### src/npe_pkg.sv
// Shared types and constants of the next-permutation engine.
package npe_pkg;

   localparam int MAX_LENGTH_DEF = 16;
   localparam int BYTE_W         = 8;
   localparam int CMD_W          = 2;

   typedef enum logic [CMD_W-1:0] {
      CMD_CLEAR  = 2'd0,
      CMD_APPEND = 2'd1,
      CMD_STEP   = 2'd2
   } cmd_type;

   typedef enum logic [3:0] {
      ST_IDLE,
      ST_SCAN_RD,
      ST_SCAN_CMP,
      ST_FIND_RD,
      ST_FIND_CMP,
      ST_SWAP2,
      ST_REV_RD,
      ST_REV_W1,
      ST_REV_W2,
      ST_EMIT_RD,
      ST_EMIT_OUT
   } state_type;

   typedef enum logic [1:0] {
      WSEL_VALUE,
      WSEL_Q0,
      WSEL_Q1,
      WSEL_PIVOT
   } wsel_type;

   typedef struct packed {
      logic     rd_en;
      logic     wr_en;
      wsel_type wr_sel;
      logic     latch_pivot;
      logic     load_out;
      logic     out_last;
      logic     out_adv;
   } dp_ctrl_type;

   typedef struct packed {
      logic q0_lt_q1;
      logic pivot_lt_q0;
      logic out_free;
   } dp_status_type;

endpackage

### src/npe_req_if.sv
// Request and response channel interfaces of the next-permutation engine.
interface npe_req_if;
   import npe_pkg::*;
   logic              valid;
   logic              ready;
   logic [CMD_W-1:0]  cmd;
   logic [BYTE_W-1:0] value;

   modport source (output valid, output cmd, output value, input ready);
   modport sink   (input valid, input cmd, input value, output ready);
endinterface

interface npe_rsp_if;
   import npe_pkg::*;
   logic              valid;
   logic              ready;
   logic [BYTE_W-1:0] element;
   logic              last_of_run;
   logic              advanced;

   modport source (output valid, output element, output last_of_run, output advanced,
                   input ready);
   modport sink   (input valid, input element, input last_of_run, input advanced,
                   output ready);
endinterface

### src/npe_datapath.sv
// Datapath: element memory, read registers, pivot and result word register.
module npe_datapath #(
   parameter int MAX_LENGTH = npe_pkg::MAX_LENGTH_DEF,
   parameter int AW         = $clog2(MAX_LENGTH)
) (
   input  logic                       clock,
   input  logic                       reset,
   input  npe_pkg::dp_ctrl_type       ctrl,
   output npe_pkg::dp_status_type     status,
   input  logic [AW-1:0]              rd_addr0,
   input  logic [AW-1:0]              rd_addr1,
   input  logic [AW-1:0]              wr_addr,
   input  logic [npe_pkg::BYTE_W-1:0] req_value,
   input  logic                       rsp_ready,
   output logic                       rsp_valid,
   output logic [npe_pkg::BYTE_W-1:0] rsp_element,
   output logic                       rsp_last_of_run,
   output logic                       rsp_advanced
);
   import npe_pkg::*;

   logic [BYTE_W-1:0] mem [MAX_LENGTH];
   logic [BYTE_W-1:0] q0_ff, q1_ff;
   logic [BYTE_W-1:0] pivot_ff;
   logic [BYTE_W-1:0] wr_data;
   logic [BYTE_W-1:0] elem_ff;
   logic              last_ff, adv_ff;
   logic              valid_ff, valid_in;

   always_comb begin
      unique case (ctrl.wr_sel)
         WSEL_VALUE: wr_data = req_value;
         WSEL_Q0:    wr_data = q0_ff;
         WSEL_Q1:    wr_data = q1_ff;
         WSEL_PIVOT: wr_data = pivot_ff;
         default:    wr_data = req_value;
      endcase
   end

   always_ff @(posedge clock) begin
      if (ctrl.wr_en) begin
         mem[wr_addr] <= wr_data;
      end
      if (ctrl.rd_en) begin
         q0_ff <= mem[rd_addr0];
         q1_ff <= mem[rd_addr1];
      end
   end

   always_ff @(posedge clock) begin
      if (ctrl.latch_pivot) begin
         pivot_ff <= q0_ff;
      end
      if (ctrl.load_out) begin
         elem_ff <= q0_ff;
         last_ff <= ctrl.out_last;
         adv_ff  <= ctrl.out_adv;
      end
   end

   // The result register frees up in the same cycle that its word is taken.
   assign status.out_free    = !valid_ff || rsp_ready;
   assign status.q0_lt_q1    = q0_ff < q1_ff;
   assign status.pivot_lt_q0 = pivot_ff < q0_ff;

   always_comb begin
      valid_in = valid_ff;
      if (ctrl.load_out) begin
         valid_in = 1'b1;
      end else if (rsp_ready) begin
         valid_in = 1'b0;
      end
   end

   always_ff @(posedge clock) begin
      if (reset) begin
         valid_ff <= 1'b0;
      end else begin
         valid_ff <= valid_in;
      end
   end

   assign rsp_valid       = valid_ff;
   assign rsp_element     = elem_ff;
   assign rsp_last_of_run = last_ff;
   assign rsp_advanced    = adv_ff;
endmodule

### src/npe_controller.sv
// Controller: command decode, length count and the step sequencer.
module npe_controller #(
   parameter int MAX_LENGTH = npe_pkg::MAX_LENGTH_DEF,
   parameter int AW         = $clog2(MAX_LENGTH),
   parameter int LW         = $clog2(MAX_LENGTH + 1)
) (
   input  logic                      clock,
   input  logic                      reset,
   input  logic                      req_valid,
   input  logic [npe_pkg::CMD_W-1:0] req_cmd,
   output logic                      req_ready,
   output npe_pkg::dp_ctrl_type      ctrl,
   input  npe_pkg::dp_status_type    status,
   output logic [AW-1:0]             rd_addr0,
   output logic [AW-1:0]             rd_addr1,
   output logic [AW-1:0]             wr_addr
);
   import npe_pkg::*;

   state_type     state_ff, state_in;
   logic [LW-1:0] len_ff, len_in;
   logic [AW-1:0] k_ff, k_in;
   logic [AW-1:0] p_ff, p_in;
   logic [AW-1:0] lo_ff, lo_in;
   logic [AW-1:0] hi_ff, hi_in;
   logic          adv_ff, adv_in;
   logic [AW-1:0] last_idx;
   logic          accept;

   assign last_idx  = AW'(len_ff - LW'(1));
   assign req_ready = (state_ff == ST_IDLE);
   assign accept    = req_valid && req_ready;

   always_ff @(posedge clock) begin
      if (reset) begin
         state_ff <= ST_IDLE;
         len_ff   <= '0;
         adv_ff   <= 1'b0;
      end else begin
         state_ff <= state_in;
         len_ff   <= len_in;
         adv_ff   <= adv_in;
      end
   end

   always_ff @(posedge clock) begin
      k_ff  <= k_in;
      p_ff  <= p_in;
      lo_ff <= lo_in;
      hi_ff <= hi_in;
   end

   always_comb begin
      state_in = state_ff;
      len_in   = len_ff;
      k_in     = k_ff;
      p_in     = p_ff;
      lo_in    = lo_ff;
      hi_in    = hi_ff;
      adv_in   = adv_ff;
      ctrl     = '{rd_en: 1'b0, wr_en: 1'b0, wr_sel: WSEL_VALUE, latch_pivot: 1'b0,
                   load_out: 1'b0, out_last: 1'b0, out_adv: adv_ff};
      rd_addr0 = lo_ff;
      rd_addr1 = hi_ff;
      wr_addr  = AW'(len_ff);

      unique case (state_ff)
         ST_IDLE: begin
            if (accept) begin
               unique case (req_cmd)
                  CMD_CLEAR: begin
                     len_in = '0;
                  end
                  CMD_APPEND: begin
                     if (len_ff < LW'(MAX_LENGTH)) begin
                        ctrl.wr_en = 1'b1;
                        len_in     = len_ff + LW'(1);
                     end
                  end
                  CMD_STEP: begin
                     adv_in = 1'b0;
                     lo_in  = '0;
                     k_in   = last_idx;
                     if (len_ff == LW'(1)) begin
                        state_in = ST_EMIT_RD;
                     end else if (len_ff != '0) begin
                        state_in = ST_SCAN_RD;
                     end
                  end
                  default: begin
                  end
               endcase
            end
         end
         ST_SCAN_RD: begin
            ctrl.rd_en = 1'b1;
            rd_addr0   = k_ff - AW'(1);
            rd_addr1   = k_ff;
            state_in   = ST_SCAN_CMP;
         end
         ST_SCAN_CMP: begin
            if (status.q0_lt_q1) begin
               ctrl.latch_pivot = 1'b1;
               p_in             = last_idx;
               state_in         = ST_FIND_RD;
            end else if (k_ff == AW'(1)) begin
               // No ascent anywhere: the whole run is non-increasing, so reverse it all.
               lo_in    = '0;
               hi_in    = last_idx;
               state_in = ST_REV_RD;
            end else begin
               k_in     = k_ff - AW'(1);
               state_in = ST_SCAN_RD;
            end
         end
         ST_FIND_RD: begin
            ctrl.rd_en = 1'b1;
            rd_addr0   = p_ff;
            state_in   = ST_FIND_CMP;
         end
         ST_FIND_CMP: begin
            if (status.pivot_lt_q0) begin
               ctrl.wr_en  = 1'b1;
               ctrl.wr_sel = WSEL_Q0;
               wr_addr     = k_ff - AW'(1);
               state_in    = ST_SWAP2;
            end else begin
               p_in     = p_ff - AW'(1);
               state_in = ST_FIND_RD;
            end
         end
         ST_SWAP2: begin
            ctrl.wr_en  = 1'b1;
            ctrl.wr_sel = WSEL_PIVOT;
            wr_addr     = p_ff;
            adv_in      = 1'b1;
            lo_in       = k_ff;
            hi_in       = last_idx;
            state_in    = ST_REV_RD;
         end
         ST_REV_RD: begin
            if (lo_ff < hi_ff) begin
               ctrl.rd_en = 1'b1;
               state_in   = ST_REV_W1;
            end else begin
               lo_in    = '0;
               state_in = ST_EMIT_RD;
            end
         end
         ST_REV_W1: begin
            ctrl.wr_en  = 1'b1;
            ctrl.wr_sel = WSEL_Q1;
            wr_addr     = lo_ff;
            state_in    = ST_REV_W2;
         end
         ST_REV_W2: begin
            ctrl.wr_en  = 1'b1;
            ctrl.wr_sel = WSEL_Q0;
            wr_addr     = hi_ff;
            lo_in       = lo_ff + AW'(1);
            hi_in       = hi_ff - AW'(1);
            state_in    = ST_REV_RD;
         end
         ST_EMIT_RD: begin
            ctrl.rd_en = 1'b1;
            rd_addr0   = lo_ff;
            state_in   = ST_EMIT_OUT;
         end
         ST_EMIT_OUT: begin
            if (status.out_free) begin
               ctrl.load_out = 1'b1;
               ctrl.out_last = (lo_ff == last_idx);
               if (lo_ff == last_idx) begin
                  state_in = ST_IDLE;
               end else begin
                  lo_in    = lo_ff + AW'(1);
                  state_in = ST_EMIT_RD;
               end
            end
         end
         default: begin
            state_in = ST_IDLE;
         end
      endcase
   end
endmodule

### src/next_permutation_engine_unit.sv
// Clear and append are done as they are accepted; a step on L >= 2 stored bytes holds the
// input through scan, partner search, swap, tail reversal and emission, output stalls included,
// paced by the single write port and the registered reads of the element memory. Results
// leave through a one-word output register: each byte is read into a read register, then
// loaded into the output register, and the next byte is read only after that load.
// Synchronous active-high reset empties the sequence, idles the sequencer and drops the output.
module next_permutation_engine_unit #(
   parameter int MAX_LENGTH = npe_pkg::MAX_LENGTH_DEF
) (
   input  logic      clock,
   input  logic      reset,
   npe_req_if.sink   req_bus,
   npe_rsp_if.source rsp_bus
);
   import npe_pkg::*;

   localparam int AW = $clog2(MAX_LENGTH);
   localparam int LW = $clog2(MAX_LENGTH + 1);

   dp_ctrl_type   ctrl;
   dp_status_type status;
   logic [AW-1:0] rd_addr0, rd_addr1, wr_addr;
   logic          req_ready;

   assign req_bus.ready = req_ready;

   npe_controller #(
      .MAX_LENGTH (MAX_LENGTH),
      .AW         (AW),
      .LW         (LW)
   ) u_ctrl (
      .clock     (clock),
      .reset     (reset),
      .req_valid (req_bus.valid),
      .req_cmd   (req_bus.cmd),
      .req_ready (req_ready),
      .ctrl      (ctrl),
      .status    (status),
      .rd_addr0  (rd_addr0),
      .rd_addr1  (rd_addr1),
      .wr_addr   (wr_addr)
   );

   npe_datapath #(
      .MAX_LENGTH (MAX_LENGTH),
      .AW         (AW)
   ) u_dp (
      .clock           (clock),
      .reset           (reset),
      .ctrl            (ctrl),
      .status          (status),
      .rd_addr0        (rd_addr0),
      .rd_addr1        (rd_addr1),
      .wr_addr         (wr_addr),
      .req_value       (req_bus.value),
      .rsp_ready       (rsp_bus.ready),
      .rsp_valid       (rsp_bus.valid),
      .rsp_element     (rsp_bus.element),
      .rsp_last_of_run (rsp_bus.last_of_run),
      .rsp_advanced    (rsp_bus.advanced)
   );
endmodule

### src/flat_wrapper.sv
// flat-port wrapper written by rule: the top's interface ports become plain ports
module next_permutation_engine_unit_flat import npe_pkg::*;
#(
   parameter int MAX_LENGTH = npe_pkg::MAX_LENGTH_DEF
)
  (clock, reset, req_bus_valid, req_bus_cmd, req_bus_value, req_bus_ready, rsp_bus_valid, rsp_bus_element, rsp_bus_last_of_run, rsp_bus_advanced, rsp_bus_ready);
  npe_req_if req_bus_i ();
  npe_rsp_if rsp_bus_i ();
  input  logic clock;
  input  logic reset;
  input wire logic [$bits(req_bus_i.valid)-1:0] req_bus_valid;
  input wire logic [$bits(req_bus_i.cmd)-1:0] req_bus_cmd;
  input wire logic [$bits(req_bus_i.value)-1:0] req_bus_value;
  output wire logic [$bits(req_bus_i.ready)-1:0] req_bus_ready;
  output wire logic [$bits(rsp_bus_i.valid)-1:0] rsp_bus_valid;
  output wire logic [$bits(rsp_bus_i.element)-1:0] rsp_bus_element;
  output wire logic [$bits(rsp_bus_i.last_of_run)-1:0] rsp_bus_last_of_run;
  output wire logic [$bits(rsp_bus_i.advanced)-1:0] rsp_bus_advanced;
  input wire logic [$bits(rsp_bus_i.ready)-1:0] rsp_bus_ready;
  assign req_bus_i.valid = req_bus_valid;
  assign req_bus_i.cmd = req_bus_cmd;
  assign req_bus_i.value = req_bus_value;
  assign req_bus_ready = req_bus_i.ready;
  assign rsp_bus_valid = rsp_bus_i.valid;
  assign rsp_bus_element = rsp_bus_i.element;
  assign rsp_bus_last_of_run = rsp_bus_i.last_of_run;
  assign rsp_bus_advanced = rsp_bus_i.advanced;
  assign rsp_bus_i.ready = rsp_bus_ready;
  next_permutation_engine_unit #(.MAX_LENGTH(MAX_LENGTH)) u_core (.clock(clock), .reset(reset), .req_bus(req_bus_i), .rsp_bus(rsp_bus_i));
endmodule
### config.mk
export PLATFORM = sky130hd
export DESIGN_NAME = next_permutation_engine_unit_flat
export DESIGN_NICKNAME = d
export VERILOG_FILES = /design/src/npe_pkg.sv /design/src/npe_req_if.sv /design/src/npe_datapath.sv /design/src/npe_controller.sv /design/src/next_permutation_engine_unit.sv /design/src/flat_wrapper.sv
export SDC_FILE = /design/constraint.sdc
export NUM_CORES = 1
export LEC_CHECK = 0
export BUFFER_PORTS_ARGS = -buffer_cell sky130_fd_sc_hd__buf_4
export CAP_MARGIN = 20
export CORE_ASPECT_RATIO = 1.2
export CORE_MARGIN = 3
export CORE_UTILIZATION = 68
export DETAILED_ROUTE_END_ITERATION = 10
export PLACE_DENSITY = 0.86
export SETUP_SLACK_MARGIN = 0.1
export SLEW_MARGIN = 20
export SYNTH_ARGS = -nofsm -noshare
export SYNTH_HDL_FRONTEND = slang
export SYNTH_HIERARCHICAL = 1
export SYNTH_SLANG_ARGS = --single-unit
### constraint.sdc
create_clock -name clock -period 6.9 [get_ports clock]
set_clock_uncertainty 0.2 [all_clocks]
set_input_delay 0.345 -clock clock [delete_from_list [all_inputs] [get_ports clock]]
set_output_delay 0.345 -clock clock [all_outputs]
set_load 0.01 [all_outputs]
==> run metrics, run 1 <==
status=finished clean; largest net degree at the start of global routing=33; ANT nets after route=0; Setup TNS=0 ns; core area=0.01394 sq mm; post-cts sizing count=0; CP arrival=3.99 ns; Syn Area/Cell=15.49 sq um; Rel. slew slack=31.44%; Max-Cap Viols=0; antenna violations before repair=0; clk buf depth=2; Post-Layout Cell Count=832; critical path startpoint category=flop; asr flop ratio synth=0%; post-DR vias/cell=7.450; fmax=242.4 MHz; Crit Path Max Fanout=8; LEAKAGE=0.003715 uW; clock net sink count=189; Yosys reg bits=189; Setup Crit Path Kind=reg -> reg; fin crit period=4.125 ns; drt pass-1 iters=5; VDD IR max=0.2168 mV; Synth-to-Final Area Change=8.758%; DP Wirelength=15930 um; placed insts=799; Fin. Hold Viols=0; DR WL/cell=28.77 um; Hold-fix buffers, CTS=1; distinct cell type count after synthesis=63; Total Wirelength=23930 um; pwr dens=382.3 mW/mm^2; Max Slew Vio Count=0; CTS tree=built; clock root buffer=clkbuf_16; final setup vio count=0; most common library cell in the layout ignoring fill and taps=edfxtp_1; Main synth FF type=edfxtp_1; Req. time, crit path=6.76 ns; Worst-path clk slew=0.07 ns; die width=115.3 um; post-CTS setup buffers=0; clk_lat worst skew=0.44 ns; Worst Setup End Kind=flop; period utilization=59.78%; Post-Syn Instances=629; share of cells above drive strength 1=19.06%; vias in the first global route=6173; number of port buffers=25; vias=6198; worst hold path type=in -> reg; Nets=688; first-pass GRT wire length=36230 um; H-tree depth=4; GPL Wtd Cong=1.001; cts bufs inserted=17; chip height=137.1 um; number of enable flip-flop cells after synthesis=178; die footprint=0.01581 sq mm; post-synthesis sequential area ratio=57.12%; unrepaired setup endpoints after global routing=false; Mapped Nets=669; GRT Util Overall=31.90%; Worst Tran Pin Value=1.025 ns; diode count=0; grt total ovfl=0; initial core utilization=69.91%; DR iter-0 viols=840; post-synth design cell area=0.009743 sq mm; Synth Warn #=6; most frequent cells in the layout=edfxtp_1, mux4_2, nand2_1, nor2_1, a22oi_1; drt drc=0; # rows=47; io pins=26
==> stage by stage <==
stage / cell area (sq um) / power (uW) / setup WS (ns) / hold slack, ns / util [%]
after floorplan: 9743 / 2658 / 3.275 / 0.2141 / -
after CTS: 10600 / 4018 / 2.763 / 0.03624 / 76.03
final: 10600 / 4051 / 2.775 / 0.05184 / 76.03
after detailed placement: 9995 / 3022 / 2.830 / 0.2357 / 71.71
after global placement: 9990 / 2969 / 2.714 / 0.2363 / 71.68
after global routing: 10600 / 4207 / 2.556 / 0.06710 / 76.03
==> critical path: stages, from the launching register on <==
cell and delay [ns]:
edfxtp_1 0.43, inv_1 0.07, ha_1 0.32, a21o_1 0.17
a21o_1 0.18, a21oi_1 0.14, o31a_1 0.26, a21o_1 0.15
a31oi_1 0.19, a211o_1 0.40, or3b_2 0.55, nor2_1 0.69
==> report_power, final <==
| part | switching (uW) | internal [uW] |
|---|---|---|
| clock | 437 | 541 |
| sequential | 141 | 1440 |
| combinational | 859 | 637 |
==> flip-flops by register name, indices dropped and copies added (netlist names) <==
name / count
u_core/u_ctrl/adv_ff: 1
u_core/u_ctrl/len_ff: 5
u_core/u_ctrl/state_ff: 4
u_core/u_dp/rsp_element: 8
u_core/u_dp/rsp_last_of_run: 1
u_core/u_ctrl/hi_ff: 4
u_core/u_dp/pivot_ff: 8
u_core/u_dp/rsp_advanced: 1
u_core/u_dp/rsp_valid: 1
u_core/u_ctrl/lo_ff: 4
u_core/u_ctrl/k_ff: 4
u_core/u_dp/q0_ff: 8
u_core/u_ctrl/p_ff: 4
u_core/u_dp/mem: 128
u_core/u_dp/q1_ff: 8
==> synth_stat cells, types with 6 or more instances <==
master	instances	share of area, %
edfxtp_1	178	55
mux4_2	42	9.7
nand2_1	41	1.6
nor2_1	39	1.5
a22oi_1	35	2.7
inv_1	30	1.2
mux4_1	28	7.6
ha_1	26	3.3
a21oi_1	16	0.82
buf_2	16	0.82
nor3_1	13	0.67
o21ai_0	13	0.67
mux2i_1	12	1.2
dfxtp_1	11	2.3
a21o_1	10	0.77
nand2b_1	9	0.58
xnor2_1	9	0.81
buf_6	6	0.69
clkdlybuf4s25_2	6	0.62
xor2_1	6	0.54
==> cell type report <==
class | count | area [sq um]
Inverter | 32 | 120.1
Clock inverter | 14 | 162.7
Fill cell | 804 | 3341
Sequential cell | 189 | 5565
Timing Repair Buffer | 33 | 250.2
Tap cell | 171 | 214.0
Multi-Input combinational cell | 375 | 3855
Clock buffer | 18 | 429.2
==> kinds of logic after synthesis <==
family                   share of synthesized area [%]
flip-flops                                       57.12
multiplexers                                     19.01
XOR/XNOR                                         1.348
AND/OR/NAND/NOR                                  7.256
AO/OA/AOI/OAI                                    8.258
buffers and inverters                            3.673
adder cells (fa/ha/maj)                          3.339
==> layer usage <==
layer	share of wire, %	track usage (%)
met2	50	52.70
met4	6.2	18.00
met1	36	39.65
met5	0	0
met3	7.9	6.103
==> worst paths after layout <==
kind | startpoint | to | slack, ns | cells past startpoint
min | req_bus_cmd[0] | u_core/u_ctrl/len_ff[4]$_SDFFE_PP0P_ | 0.05 | 2
min reg2reg | u_core/u_ctrl/adv_ff$_SDFFE_PP0P_ | u_core/u_dp/rsp_advanced$_DFFE_PP_ | 0.25 | 0
max | u_core/u_dp/q0_ff[5]$_DFFE_PP_ | u_core/u_dp/mem[3][1]$_DFFE_PP_ | 2.77 | 11
max reg2reg | u_core/u_dp/q0_ff[5]$_DFFE_PP_ | u_core/u_dp/mem[3][1]$_DFFE_PP_ | 2.77 | 11
No activity file was read; power rests on OpenSTA's default activity.
==> run 2, diff against run 1 <==
CORE_UTILIZATION = 63   (was 68)
PLACE_DENSITY = 0.8   (was 0.86)
clock period = 3.8 ns   (was 6.9 ns; I/O delays follow)
==> run metrics, run 2 (same netlist as run 1, synthesis figures left out) <==
Post-Layout Cell Count=897; GRT Util Overall=28.91%; first-pass GRT wire length=35980 um; vias in the first global route=6029; CP arrival=3.52 ns; fmax=279.1 MHz; initial core utilization=64.60%; DP Wirelength=16130 um; Final Util=72.32%; die width=119.5 um; chip height=142.2 um; die footprint=0.01700 sq mm; Setup TNS=0 ns; largest net degree at the start of global routing=33; drt drc=0; unrepaired setup endpoints after global routing=false; CTS tree=built; H-tree depth=4; share of cells above drive strength 1=22.66%; worst hold path type=in -> reg; Worst-path clk slew=0.07 ns; clock net sink count=189; cts bufs inserted=17; Crit Path Max Fanout=8; ANT nets after route=0; Max Slew Vio Count=0; clk buf depth=2; Setup Crit Path Kind=reg -> reg; Synth-to-Final Area Change=11.96%; multi-input logic area=0.003857 sq mm; clk_lat worst skew=0.43 ns; diode count=0; Most flops, register=u_core/u_dp/mem; Worst Tran Pin Value=0.9628 ns; Final Cell Area=0.01091 sq mm; Nets=720; fin crit period=3.583 ns; Rel. slew slack=35.13%; drt pass-1 iters=5; DR iter-0 viols=879; io pins=26; vias=6109; setup ws final=0.2169 ns; # rows=49; Worst Setup End Kind=flop; post-DR vias/cell=6.810; clock root buffer=clkbuf_16; post-placement setup slack=0.1742 ns; Max-Cap Viols=0; Reg area=0.005565 sq mm; DR WL/cell=26.44 um; core area=0.01508 sq mm; grt total ovfl=0; Fin. Hold Viols=0; status=finished clean; number of port buffers=25; antenna violations before repair=0; critical path startpoint category=flop; final setup vio count=0; most common library cell in the layout ignoring fill and taps=edfxtp_1; Total Wirelength=23720 um; Area after DPL=0.01022 sq mm; max FFs per register=128; LEAKAGE=0.003899 uW; pwr dens=675.3 mW/mm^2; VDD IR max=0.4351 mV; GPL Wtd Cong=0.9898; most frequent cells in the layout=edfxtp_1, buf_4, mux4_2, nand2_1, nor2_1; Req. time, crit path=3.74 ns; fillcell total=940; placed insts=855; period utilization=94.29%
run 2: stage by stage:
stage / power [uW] / hold WS [ns]
after CTS: 7258 / 0.06239
after floorplan: 4827 / 0.05907
after global routing: 7708 / 0.09976
after global placement: 5444 / 0.2254
final: 7366 / 0.09624
after detailed placement: 5509 / 0.2272
run 2: worst paths after layout:
path / startpoint / end / slack (ns) / cells after the start
worst max-delay path: u_core/u_dp/q0_ff[5]$_DFFE_PP_ / u_core/u_dp/mem[3][6]$_DFFE_PP_ / 0.22 / 12
worst min-delay path: req_bus_cmd[1] / u_core/u_ctrl/len_ff[4]$_SDFFE_PP0P_ / 0.1 / 3
worst max register to register: u_core/u_dp/q0_ff[5]$_DFFE_PP_ / u_core/u_dp/mem[3][6]$_DFFE_PP_ / 0.22 / 12
worst min register to register: u_core/u_ctrl/adv_ff$_SDFFE_PP0P_ / u_core/u_dp/rsp_advanced$_DFFE_PP_ / 0.26 / 0
run 2: layout make-up:
type / count / area share (%)
well taps: 204 / 2.340
clock inverters: 15 / 1.376
multi-input cells: 375 / 35.36
inverters: 32 / 1.101
repair buffers: 65 / 4.898
clock buffers: 17 / 3.900
flip-flops and latches: 189 / 51.02
run 2: report_power, final:
group	switching, uW	leakage [uW]	total (uW)	internal [uW]
Clock	799	0.000285	1720	926
Sequential	188	0.00169	2790	2610
Combinational	1580	0.00193	2850	1270
Total	2560	0.00390	7370	4800
run 2: critical path, cell delays in order (launching register included):
cell,delay (ns)
edfxtp_1,0.42
inv_1,0.06
ha_1,0.31
a21o_1,0.16
a21o_1,0.16
a21oi_1,0.13
o31a_1,0.22
a21o_1,0.13
a31oi_1,0.17
a211o_1,0.38
or3b_2,0.56
nor2_1,0.16
buf_4,0.21
run 2: layer usage:
layer  vias up  routed length [um]  GRT usage [%]
met3        88                1725          4.970
li1       2636                   -              -
met2       366               11700          46.70
met5         -                   0              0
met4         0                1443          15.92
met1      3019                8852          38.03
run 2: timing repair:
action,4_1_cts,5_1_grt
hold buffers,4,0
setup endpoints to repair,0,32
hold endpoints to repair,11,0
resized for setup,0,3
buffers inserted,0,5
